$ cat src/rtl/mbps_pkg.sv
// ---------------------------------------------------------------------------
// mbps_pkg
// Constants, register indexes and shared types of the pattern search.
// ---------------------------------------------------------------------------
`default_nettype none

package mbps_pkg;

  localparam int MAX_PATTERN = 8;
  localparam int PAT_BYTES   = 8;   // bytes held in the pattern register
  localparam int LEN_W       = 4;
  localparam int CNT_W       = 25;
  localparam int ADDR_W      = 32;
  localparam int LIMIT_W     = 24;
  localparam int CFG_W       = 64;
  localparam int CFG_IDX_W   = 3;
  localparam int IDX_W       = (MAX_PATTERN > 1) ? $clog2(MAX_PATTERN) : 1;
  localparam int SEL_W       = 7;   // room for lengths and cell indexes

  localparam logic [CNT_W-1:0] COUNT_MAX = {CNT_W{1'b1}};

  typedef enum logic [CFG_IDX_W-1:0] {
    REG_PATTERN = 3'd0,
    REG_CARE    = 3'd1,
    REG_LENGTH  = 3'd2,
    REG_BASE    = 3'd3,
    REG_LIMIT   = 3'd4
  } cfg_reg_t;

  // Compare settings broadcast to every cell.
  typedef struct packed {
    logic [8*PAT_BYTES-1:0] pattern;
    logic [PAT_BYTES-1:0]   care;
    logic [LEN_W-1:0]       len_eff;
    logic                   all_wild;
  } match_cfg_t;

endpackage

`default_nettype wire

$ cat src/rtl/mbps_cell.sv
// ---------------------------------------------------------------------------
// mbps_cell
// One window byte: stores it, hands it on, checks it against its pattern byte.
// ---------------------------------------------------------------------------
`default_nettype none

module mbps_cell import mbps_pkg::*; (
  input  wire logic             clk,
  input  wire logic             shift_en,
  input  wire logic             flush,     // load zero instead of the neighbour's byte
  input  wire logic [IDX_W-1:0] idx,
  input  wire match_cfg_t       cfg,
  input  wire logic [7:0]       byte_in,
  output logic      [7:0]       byte_q,
  output logic                  ok
);

  logic [7:0]       byte_r;
  logic [7:0]       byte_nxt;
  logic [SEL_W-1:0] k;
  logic             in_use;
  logic [2:0]       ksel;

  assign byte_nxt = flush ? 8'h00 : byte_in;

  // Position in the pattern: the oldest window byte meets pattern byte 0.
  assign in_use = SEL_W'(idx) < SEL_W'(cfg.len_eff);
  assign k      = SEL_W'(cfg.len_eff) - SEL_W'(1) - SEL_W'(idx);
  assign ksel   = k[2:0];

  always_comb begin
    ok = 1'b1;
    if (in_use && !cfg.all_wild && (k < SEL_W'(PAT_BYTES)) && cfg.care[ksel]) begin
      ok = (byte_nxt == cfg.pattern[{ksel, 3'b000} +: 8]);
    end
  end

  always_ff @(posedge clk) begin
    if (shift_en) begin
      byte_r <= byte_nxt;
    end
  end

  assign byte_q = byte_r;

endmodule

`default_nettype wire

$ cat src/rtl/masked_byte_pattern_search.sv
// ---------------------------------------------------------------------------
// masked_byte_pattern_search
// Streams region bytes through a chain of window cells and reports the first
// start offset at which the masked pattern matches, or that none did.
// ---------------------------------------------------------------------------
//
//   channel | handshake             | payload
//   --------+-----------------------+-----------------------------------------
//   in_     | in_valid / in_ready   | data_byte, first_byte, last_byte
//   out_    | out_valid / out_ready | found, match_address
//   cfg_    | cfg_we                | cfg_index, cfg_data (64 bits)
//
// One byte word per cycle while in_ready is high; the window compare runs
// across all cells in parallel, so the result word appears the cycle after
// the deciding byte. in_ready only drops while a result word sits unclaimed
// in the output register and out_ready is low.
// Reset (rst_n, synchronous): search idle, output empty, registers to
// their reset values. No clearing pass is needed.
// ---------------------------------------------------------------------------
`default_nettype none

module masked_byte_pattern_search import mbps_pkg::*; (
  input  wire logic              clk,
  input  wire logic              rst_n,
  // byte stream
  input  wire logic              in_valid,
  output logic                   in_ready,
  input  wire logic [7:0]        in_data_byte,
  input  wire logic              in_first_byte,
  input  wire logic              in_last_byte,
  // result
  output logic                   out_valid,
  input  wire logic              out_ready,
  output logic                   out_found,
  output logic [ADDR_W-1:0]      out_match_address,
  // configuration
  input  wire logic              cfg_we,
  input  wire logic [CFG_IDX_W-1:0] cfg_index,
  input  wire logic [CFG_W-1:0]  cfg_data
);

  // configuration registers
  logic [8*PAT_BYTES-1:0] pattern_r;
  logic [PAT_BYTES-1:0]   care_r;
  logic [LEN_W-1:0]       length_r;
  logic [ADDR_W-1:0]      base_r;
  logic [LIMIT_W-1:0]     limit_r;

  // search state
  logic [CNT_W-1:0]       cnt_r, cnt_nxt, cnt_base;
  logic                   done_r;

  // output register
  logic                   out_valid_r;
  logic                   found_r;
  logic [ADDR_W-1:0]      addr_r;

  logic                   in_fire;
  logic                   active;
  logic                   shift_en;
  match_cfg_t             mcfg;
  logic [LEN_W-1:0]       len_eff;
  logic [CNT_W-1:0]       len_ext;
  logic [CNT_W-1:0]       start;
  logic [CNT_W:0]         start_p1;
  logic                   have_win;
  logic                   in_limit;
  logic                   win_ok;
  logic                   hit;
  logic                   miss;

  logic [7:0]             cell_in [MAX_PATTERN];
  logic [7:0]             cell_q  [MAX_PATTERN];
  logic [MAX_PATTERN-1:0] cell_ok;

  // --- config port: writes beyond the register list are dropped
  always_ff @(posedge clk) begin
    if (!rst_n) begin
      pattern_r <= '0;
      care_r    <= '0;
      length_r  <= LEN_W'(1);
      base_r    <= '0;
      limit_r   <= '0;
    end else if (cfg_we) begin
      case (cfg_index)
        REG_PATTERN: pattern_r <= cfg_data[8*PAT_BYTES-1:0];
        REG_CARE:    care_r    <= cfg_data[PAT_BYTES-1:0];
        REG_LENGTH:  length_r  <= cfg_data[LEN_W-1:0];
        REG_BASE:    base_r    <= cfg_data[ADDR_W-1:0];
        REG_LIMIT:   limit_r   <= cfg_data[LIMIT_W-1:0];
        default: ;
      endcase
    end
  end

  // --- effective length: zero acts as one wildcard, long ones saturate
  always_comb begin
    len_eff = length_r;
    if (length_r == '0) begin
      len_eff = LEN_W'(1);
    end else if (int'(length_r) > MAX_PATTERN) begin
      len_eff = LEN_W'(MAX_PATTERN);
    end
  end

  assign mcfg.pattern  = pattern_r;
  assign mcfg.care     = care_r;
  assign mcfg.len_eff  = len_eff;
  assign mcfg.all_wild = (length_r == '0);

  // --- handshake: the output register parts the two sides
  assign in_ready = !out_valid_r || out_ready;
  assign in_fire  = in_valid && in_ready;
  // idle bytes without a first-byte mark are swallowed untouched
  assign active   = in_first_byte || !done_r;
  assign shift_en = in_fire && active;

  // --- window chain: cell 0 takes the new byte, the rest take the
  // neighbour's; a first byte flushes all but cell 0
  genvar g;
  generate
    for (g = 0; g < MAX_PATTERN; g++) begin : g_cell
      if (g == 0) begin : g_head
        assign cell_in[g] = in_data_byte;
      end else begin : g_body
        assign cell_in[g] = cell_q[g-1];
      end

      mbps_cell u_cell (
        .clk      (clk),
        .shift_en (shift_en),
        .flush    ((g != 0) && in_first_byte),
        .idx      (IDX_W'(g)),
        .cfg      (mcfg),
        .byte_in  (cell_in[g]),
        .byte_q   (cell_q[g]),
        .ok       (cell_ok[g])
      );
    end
  endgenerate

  assign win_ok = &cell_ok;

  // --- byte count, saturating
  assign cnt_base = in_first_byte ? '0 : cnt_r;
  assign cnt_nxt  = (cnt_base == COUNT_MAX) ? cnt_base : cnt_base + CNT_W'(1);

  assign len_ext  = CNT_W'(len_eff);
  assign have_win = (cnt_nxt >= len_ext);
  assign start    = cnt_nxt - len_ext;
  assign start_p1 = {1'b0, start} + (CNT_W+1)'(1);
  assign in_limit = (start < CNT_W'(limit_r));

  assign hit  = have_win && in_limit && win_ok;
  // limit used up, nothing allowed, or region over
  assign miss = !hit && ((limit_r == '0) ||
                         (have_win && (start_p1 >= (CNT_W+1)'(limit_r))) ||
                         in_last_byte);

  always_ff @(posedge clk) begin
    if (!rst_n) begin
      cnt_r  <= '0;
      done_r <= 1'b1;
    end else if (shift_en) begin
      cnt_r  <= cnt_nxt;
      done_r <= hit || miss;
    end
  end

  // --- result word
  always_ff @(posedge clk) begin
    if (!rst_n) begin
      out_valid_r <= 1'b0;
    end else if (shift_en && (hit || miss)) begin
      out_valid_r <= 1'b1;
    end else if (out_ready) begin
      out_valid_r <= 1'b0;
    end
  end

  always_ff @(posedge clk) begin
    if (shift_en && (hit || miss)) begin
      found_r <= hit;
      addr_r  <= hit ? (base_r + ADDR_W'(start)) : '0;
    end
  end

  assign out_valid         = out_valid_r;
  assign out_found         = found_r;
  assign out_match_address = addr_r;

endmodule

`default_nettype wire

$ cat config.mk
export PLATFORM = sky130hd
export DESIGN_NAME = masked_byte_pattern_search
export DESIGN_NICKNAME = d
export VERILOG_FILES = /design/src/rtl/mbps_pkg.sv /design/src/rtl/mbps_cell.sv /design/src/rtl/masked_byte_pattern_search.sv
export SDC_FILE = /design/constraint.sdc
export NUM_CORES = 1
export LEC_CHECK = 0
export BUFFER_PORTS_ARGS = -buffer_cell sky130_fd_sc_hd__buf_2
export CAP_MARGIN = 10
export CORE_MARGIN = 4
export CORE_UTILIZATION = 55
export DETAILED_ROUTE_END_ITERATION = 10
export GPL_TIMING_DRIVEN = 0
export MAX_ROUTING_LAYER = met4
export PLACE_DENSITY = 0.73
export SKIP_CTS_REPAIR_TIMING = 1
export SYNTH_ARGS = -nofsm -noshare
export SYNTH_HDL_FRONTEND = slang
export SYNTH_SLANG_ARGS = --single-unit
$ cat constraint.sdc
create_clock -name clk -period 20.4 [get_ports clk]
set_clock_uncertainty 0.2 [all_clocks]
set_input_delay 4.08 -clock clk [delete_from_list [all_inputs] [get_ports clk]]
set_output_delay 4.08 -clock clk [all_outputs]
set_load 0.02 [all_outputs]
* After elaboration in Yosys (flattened, before gate mapping)
Index checks and enable logic that the tools add are counted.
** Storage, ports and cells
- Output and inout port bits :: 35
- Input bits :: 82
- Bits in registers :: 248
** Cells by class
- Magnitude comparators :: 28
- Equality and inequality tests :: 13
- Mux-type cells :: 37
- Reduce and logical (&&, ||, !) cells :: 50
- Shift-type cells :: 8
- Add/subtract/negate cells :: 12
** Operators by type and width (count)
- $shiftx A64 B7 Y8 :: 8
- $eq A8 B8 Y1 :: 8
- $lt A7 B4 Y1 const B :: 8
- $mux W8 :: 7
- $mux W25 :: 2
- $add A32 B25 Y32 :: 1
- $lt A3 B4 Y1 const B :: 8
- $logic_and A1 B1 Y1 :: 31
- $sub A7 B3 Y7 const B :: 4
- $add A25 B1 Y26 const B :: 1
- $ge A26 B24 Y1 :: 1
- $add A25 B1 Y25 const B :: 1
- $eq A25 B25 Y1 const B :: 1
- $ge A25 B4 Y1 :: 1
- $lt A25 B24 Y1 :: 1
- $sub A25 B4 Y25 :: 1
- $bmux W1 S3 :: 8
- $logic_not A24 Y1 :: 1
- $mux W1 :: 18
- $lt A3 B4 Y1 const A :: 4
- $sub A7 B2 Y7 const B :: 2
- $reduce_and A2 Y1 :: 5
- $lt A1 B4 Y1 const A :: 2
- $lt A2 B4 Y1 const A :: 2
- 13 further kinds :: 22

* Depth between registers and ports, before layout
- Depth in word-level cells :: 16
- Gate-level depth with buffers :: 41
- Mapped depth without buffers :: 33

* Modules after synthesis
Synthesis repeated with hierarchy kept, for this count alone.
** Second synthesis, totals
- Cell total of the unflattened synthesis :: 2170
- Area total of the unflattened synthesis :: 21045.2 µm²
** By module, submodules not included
- masked_byte_pattern_search :: area each 11255.8 µm², seq. area each 4174.0 µm², times used 1, cells an instance 1410
- mbps_cell :: area each 1223.7 µm², seq. area each 240.2 µm², times used 8, cells an instance 95

* Worst setup path after synthesis
OpenSTA, ideal clock, no wires.
- Kind :: input port to flip-flop
- Start point :: input in_first_byte
- End point :: register found_r (netlist: out_found) (enable)
- Data arrival time :: 12.544 ns
- Setup time :: 0.434 ns
- Setup slack :: 7.222 ns
- Required time :: 19.766 ns
- Cell stages on the path :: 36
- Cell sequence :: buf_2 clkbuf_1 clkbuf_1 clkbuf_1 buf_1 clkbuf_1 nor2b_1 ha_1 nand3_1 or4_1 buf_4 nor3_4 mux2i_1 inv_1 ha_1 nor2b_1 o31a_1 nor3_1 and3_1 nor2b_1 and2_1 buf_2 nor2_1 or2_2 clkbuf_1 ha_1 nor2b_1 o21ai_0 a21o_1 a31oi_1 nor4_1 nand4_1 a2111oi_4 buf_4 nor2_1 a21oi_1
** On the way
- Elaborated cells on any way between the ends :: 42
** RTL lines
- from (decl) :: RTL line masked_byte_pattern_search.sv:29 : input wire logic in_first_byte,
- $mux W25 * :: RTL line masked_byte_pattern_search.sv:145 : assign cnt_base = in_first_byte ? '0 : cnt_r;
- $add A25 B1 Y25 / $eq A25 B25 Y1 (equally long branches) :: RTL line masked_byte_pattern_search.sv:146 : assign cnt_nxt = (cnt_base == COUNT_MAX) ? cnt_base : cnt_base + CNT_W'(1);
- $mux W25 * :: RTL line masked_byte_pattern_search.sv:146
- net cnt_nxt[1] :: RTL line masked_byte_pattern_search.sv:50 : logic [CNT_W-1:0] cnt_r, cnt_nxt, cnt_base;
- $sub A25 B4 Y25 :: RTL line masked_byte_pattern_search.sv:150 : assign start = cnt_nxt - len_ext;
- $lt A25 B24 Y1 :: RTL line masked_byte_pattern_search.sv:152 : assign in_limit = (start < CNT_W'(limit_r));
- $logic_and A1 B1 Y1 * (2 in series) :: RTL line masked_byte_pattern_search.sv:154 : assign hit = have_win && in_limit && win_ok;
- net hit :: RTL line masked_byte_pattern_search.sv:69 : logic hit;
- $logic_not A1 Y1 :: RTL line masked_byte_pattern_search.sv:156 : assign miss = !hit && ((limit_r == '0) ||
- $logic_and A1 B1 Y1 :: RTL line masked_byte_pattern_search.sv:156
- $logic_or A1 B1 Y1 * :: RTL line masked_byte_pattern_search.sv:182 : if (shift_en && (hit || miss)) begin
- $logic_and A1 B1 Y1 * :: RTL line masked_byte_pattern_search.sv:182
- to (signal assigned) :: RTL line masked_byte_pattern_search.sv:183 : found_r <= hit;
- to (decl) :: RTL line masked_byte_pattern_search.sv:55 : logic found_r;
Mark *: on every way through the listed nets, which the timed path passes. The rest lies on a longest branch.
A chain may end at the register's enable or synchronous reset.

* Final worst setup path
- Start point :: input in_first_byte
- End point :: register addr_r[31] (netlist: out_match_address[31]) (enable)
** On the way
- Elaborated cells on any way between the ends :: 42
** RTL lines
- $mux W25 * :: RTL line masked_byte_pattern_search.sv:145
- $add A25 B1 Y25 / $eq A25 B25 Y1 (equally long branches) :: RTL line masked_byte_pattern_search.sv:146
- $mux W25 * :: RTL line masked_byte_pattern_search.sv:146
- net cnt_nxt[1] :: RTL line masked_byte_pattern_search.sv:50
- $sub A25 B4 Y25 :: RTL line masked_byte_pattern_search.sv:150
- $lt A25 B24 Y1 :: RTL line masked_byte_pattern_search.sv:152
- $logic_and A1 B1 Y1 * (2 in series) :: RTL line masked_byte_pattern_search.sv:154
- net hit :: RTL line masked_byte_pattern_search.sv:69
- $logic_not A1 Y1 :: RTL line masked_byte_pattern_search.sv:156
- $logic_and A1 B1 Y1 :: RTL line masked_byte_pattern_search.sv:156
- $logic_or A1 B1 Y1 * :: RTL line masked_byte_pattern_search.sv:182
- $logic_and A1 B1 Y1 * :: RTL line masked_byte_pattern_search.sv:182
- to (signal assigned) :: RTL line masked_byte_pattern_search.sv:184 : addr_r <= hit ? (base_r + ADDR_W'(start)) : '0;
- to (decl) :: RTL line masked_byte_pattern_search.sv:56 : logic [ADDR_W-1:0] addr_r;
Marks and branches as above.

==> impl_results.md <==
* Clk slew on worst S/H paths at 0.06 ns
* Post-synth top area cell: dfxtp_1
* TritonCTS clock tree: built
* Initial Util at 55.97%
* Vias in the first global route at 15,500
* Tot GR Track Use at 33.94%
* CP arrival at 14.43 ns
* RSZ-0062 raised after global routing: false
* Largest cells by area after synthesis: dfxtp_1 18%, edfxtp_1 15%, mux4_2 7.8%, nand2_1 7.3%, ha_1 6.6%
* Status: finished, final reports clean
* Yosys top cell area share at 17.97%
* Final Slew Violations at 0
* Post-DP HPWL at 47.00 mm
* Drt total wl at 60.03 mm
* FILL cells at 2,811
* P_leak at 7.295 nW
* CTS buffer count at 29
* Most instantiated cells after synthesis: 344 x nand2_1, 208 x a21oi_1, 159 x dfxtp_1
* WL met1 at 24.87 mm
* CTS H-Tree Depth at 1
* DIE HEIGHT at 187.4 um
* Period utilization at 70.34%
* Congestion Overflow GR at 0
* Critical Path Fanout Max at 30
* PwrDens at 72.96 nW/um^2
* GP Congestion at 1.039
* Number of synthesized flops with an enable pin at 89
* WP buf/inv at 10
* TNS Setup at 0 ns
* DR vias at 16,430
* Chip width at 187.4 um
* Max Fclk at 0.06969 GHz
* Yosys warns at 0
* Worst path slowest cell: or4_1
* Syn avg cell area at 8.806 um^2
* Netlist cell types at 94
* Final nets at 2,338
* Setup CP Type: primary input to flop
* IO Pins at 117
* DR iter-0 viols at 1,867
* Rows at 65
* Uppermost layer routed: met4
* Clock latency on the worst-skew pair at 0.58 ns
* Antenna violations before repair at 0
* Hold WC Path Type: flop to flop
* Post-Synth Simple-Gate Area at 20.90%
* Placed insts at 2,531
* Compound-Gate Fraction of Synth Area at 15.59%
* Area grow syn2layout at 12.05%
* Die ar. at 35,130 um^2
* Worst EP required at 20.48 ns
* Routed Antenna Nets at 0
* IO buf count at 115
* Slew @ Worst Pin at 1.087 ns
* First drt pass iteration count at 5
* CP Launch Type: primary input
* DR WL met3 at 5.241 mm
* Cell count after synthesis at 2,011
* WL/cell at 23.21 um
* Sequential element share of the synthesized area at 33.07%
* Main combinational cell family by area after synthesis: simple AND/OR/NAND/NOR gates
* Post-synthesis mux area share at 13.29%
* Minimum clock period at 14.35 ns
* Finished Layout Cells at 2,586
* Fraction of registers with async set/reset at 0%
* Max incr delay on CP at 0.54 ns
* Endpoints failing setup at 0
* Met2 routed WL at 27.38 mm
* Worst IR Drop VDD at 0.07761 mV
* Top delay family on crit path: simple AND/OR/NAND/NOR gates
* Max-cap viol count at 0
* Hold Vio Cnt, Final at 0
* Post-route DRC at 0
* Ys flop type: dfxtp_1
* First-pass GRT wire length at 91.34 mm
* CTS Sinks at 248
* Post-Synth XOR/XNOR Area at 6.098%
* Most frequent cell after synthesis: nand2_1
* Fraction of layout cells with a size suffix above 1 at 13.38%
* Crit end category: flop
* Synth Register Bits at 248
* Largest net degree at the start of global routing at 39
* Adder-cell share of the synthesized area at 6.868%
* Slew headroom at 27.50%
* Vias/cell at 6.352
* Mapped Area at 17,710 um^2
* Max clock buf depth at 3
* Root buffer cell: clkbuf_16
* Core area at 31,640 um^2
[cell families (layout without fill, tap and decap cells)]
family                     Yosys count  in the layout
adders and majority gates           96             96
muxes                              156            156
xor gates and xnor gates           119            119
other                                1              4
buffers and inverters              174            344
AOI/OAI and AO/OA                  442            442
and+or+nand+nor                    775            775
DFF                                248            248
[routing by layer]
| metal | up-vias | track usage, % |
|---|---|---|
| met5 | - | - |
| met4 | 0 | 11.91 |
| met3 | 161 | 5.207 |
| met2 | 796 | 53.26 |
| met1 | 7888 | 45.12 |
| li1 | 7582 | - |
[tightest hold or removal path: stages (launching register included)]
cell and delay, ns:
dfxtp_1 0.31, nand2_1 0.05, a21oi_1 0.05
[area by class of cell]
cell class	count	area (um^2)	share of cell area, %
clock inverters	11	158.9	0.8009
plain buffers	110	493.0	2.485
multi-input cells	1590	11130	56.10
diodes	2	5.005	0.02522
well taps	402	503.0	2.535
repair buffers	117	615.6	3.103
inverters	64	245.2	1.236
clock buffers	42	834.6	4.206
flip-flops and latches	248	5856	29.51
[per-stage QoR]
stage	total power [mW]	setup WS [ns]	instance area [um^2]	utilization, %	hold WS (ns)
2_1_floorplan	0.7932	7.222	17710	-	0.2406
3_3_place_gp	0.8940	3.833	18790	59.39	0.2491
3_5_place_dp	0.9039	5.649	18840	59.56	0.2550
4_1_cts	1.445	6.239	19840	62.70	0.2621
5_1_grt	1.502	5.553	19840	62.70	0.2798
6_report	1.448	6.051	19840	62.72	0.2645
[power breakdown]
part | total (mW) | internal, mW | switching [mW] | leakage, nW
logic | 0.346 | 0.127 | 0.219 | 4.67
registers | 0.555 | 0.542 | 0.0137 | 2.14
clock network | 0.546 | 0.323 | 0.223 | 0.481
[worst paths after layout]
path,from,endpoint,slack (ns),cells after the start
min reg2reg,base_r[18]$_SDFFE_PN0P_,base_r[18]$_SDFFE_PN0P_,0.26,2
max reg2reg,cnt_r[0]$_SDFFE_PN0P_,out_match_address[31]$_SDFFCE_PN0P_,11.00,30
max,in_first_byte,out_match_address[31]$_SDFFCE_PN0P_,6.05,36
min,base_r[18]$_SDFFE_PN0P_,base_r[18]$_SDFFE_PN0P_,0.26,2
[state kept, by name, summed over array words and instances (netlist names)]
name,count
care_r,8
out_found,1
out_valid,1
base_r,32
g_cell.u_cell.byte_q,56
pattern_r,64
out_match_address,32
limit_r,24
done_r,1
length_r,4
cnt_r,25
[cells in the final DEF (no fill, tap or decap), drive strengths merged, types with 73 or more instances in the layout]
cell    instances
a21oi         208
buf           149
clkbuf        120
dfxtp         159
edfxtp         89
ha             94
mux2i          82
nand2         344
nor2          137
nor2b          73
xnor2          81
No activity file was read; power rests on OpenSTA's default activity.
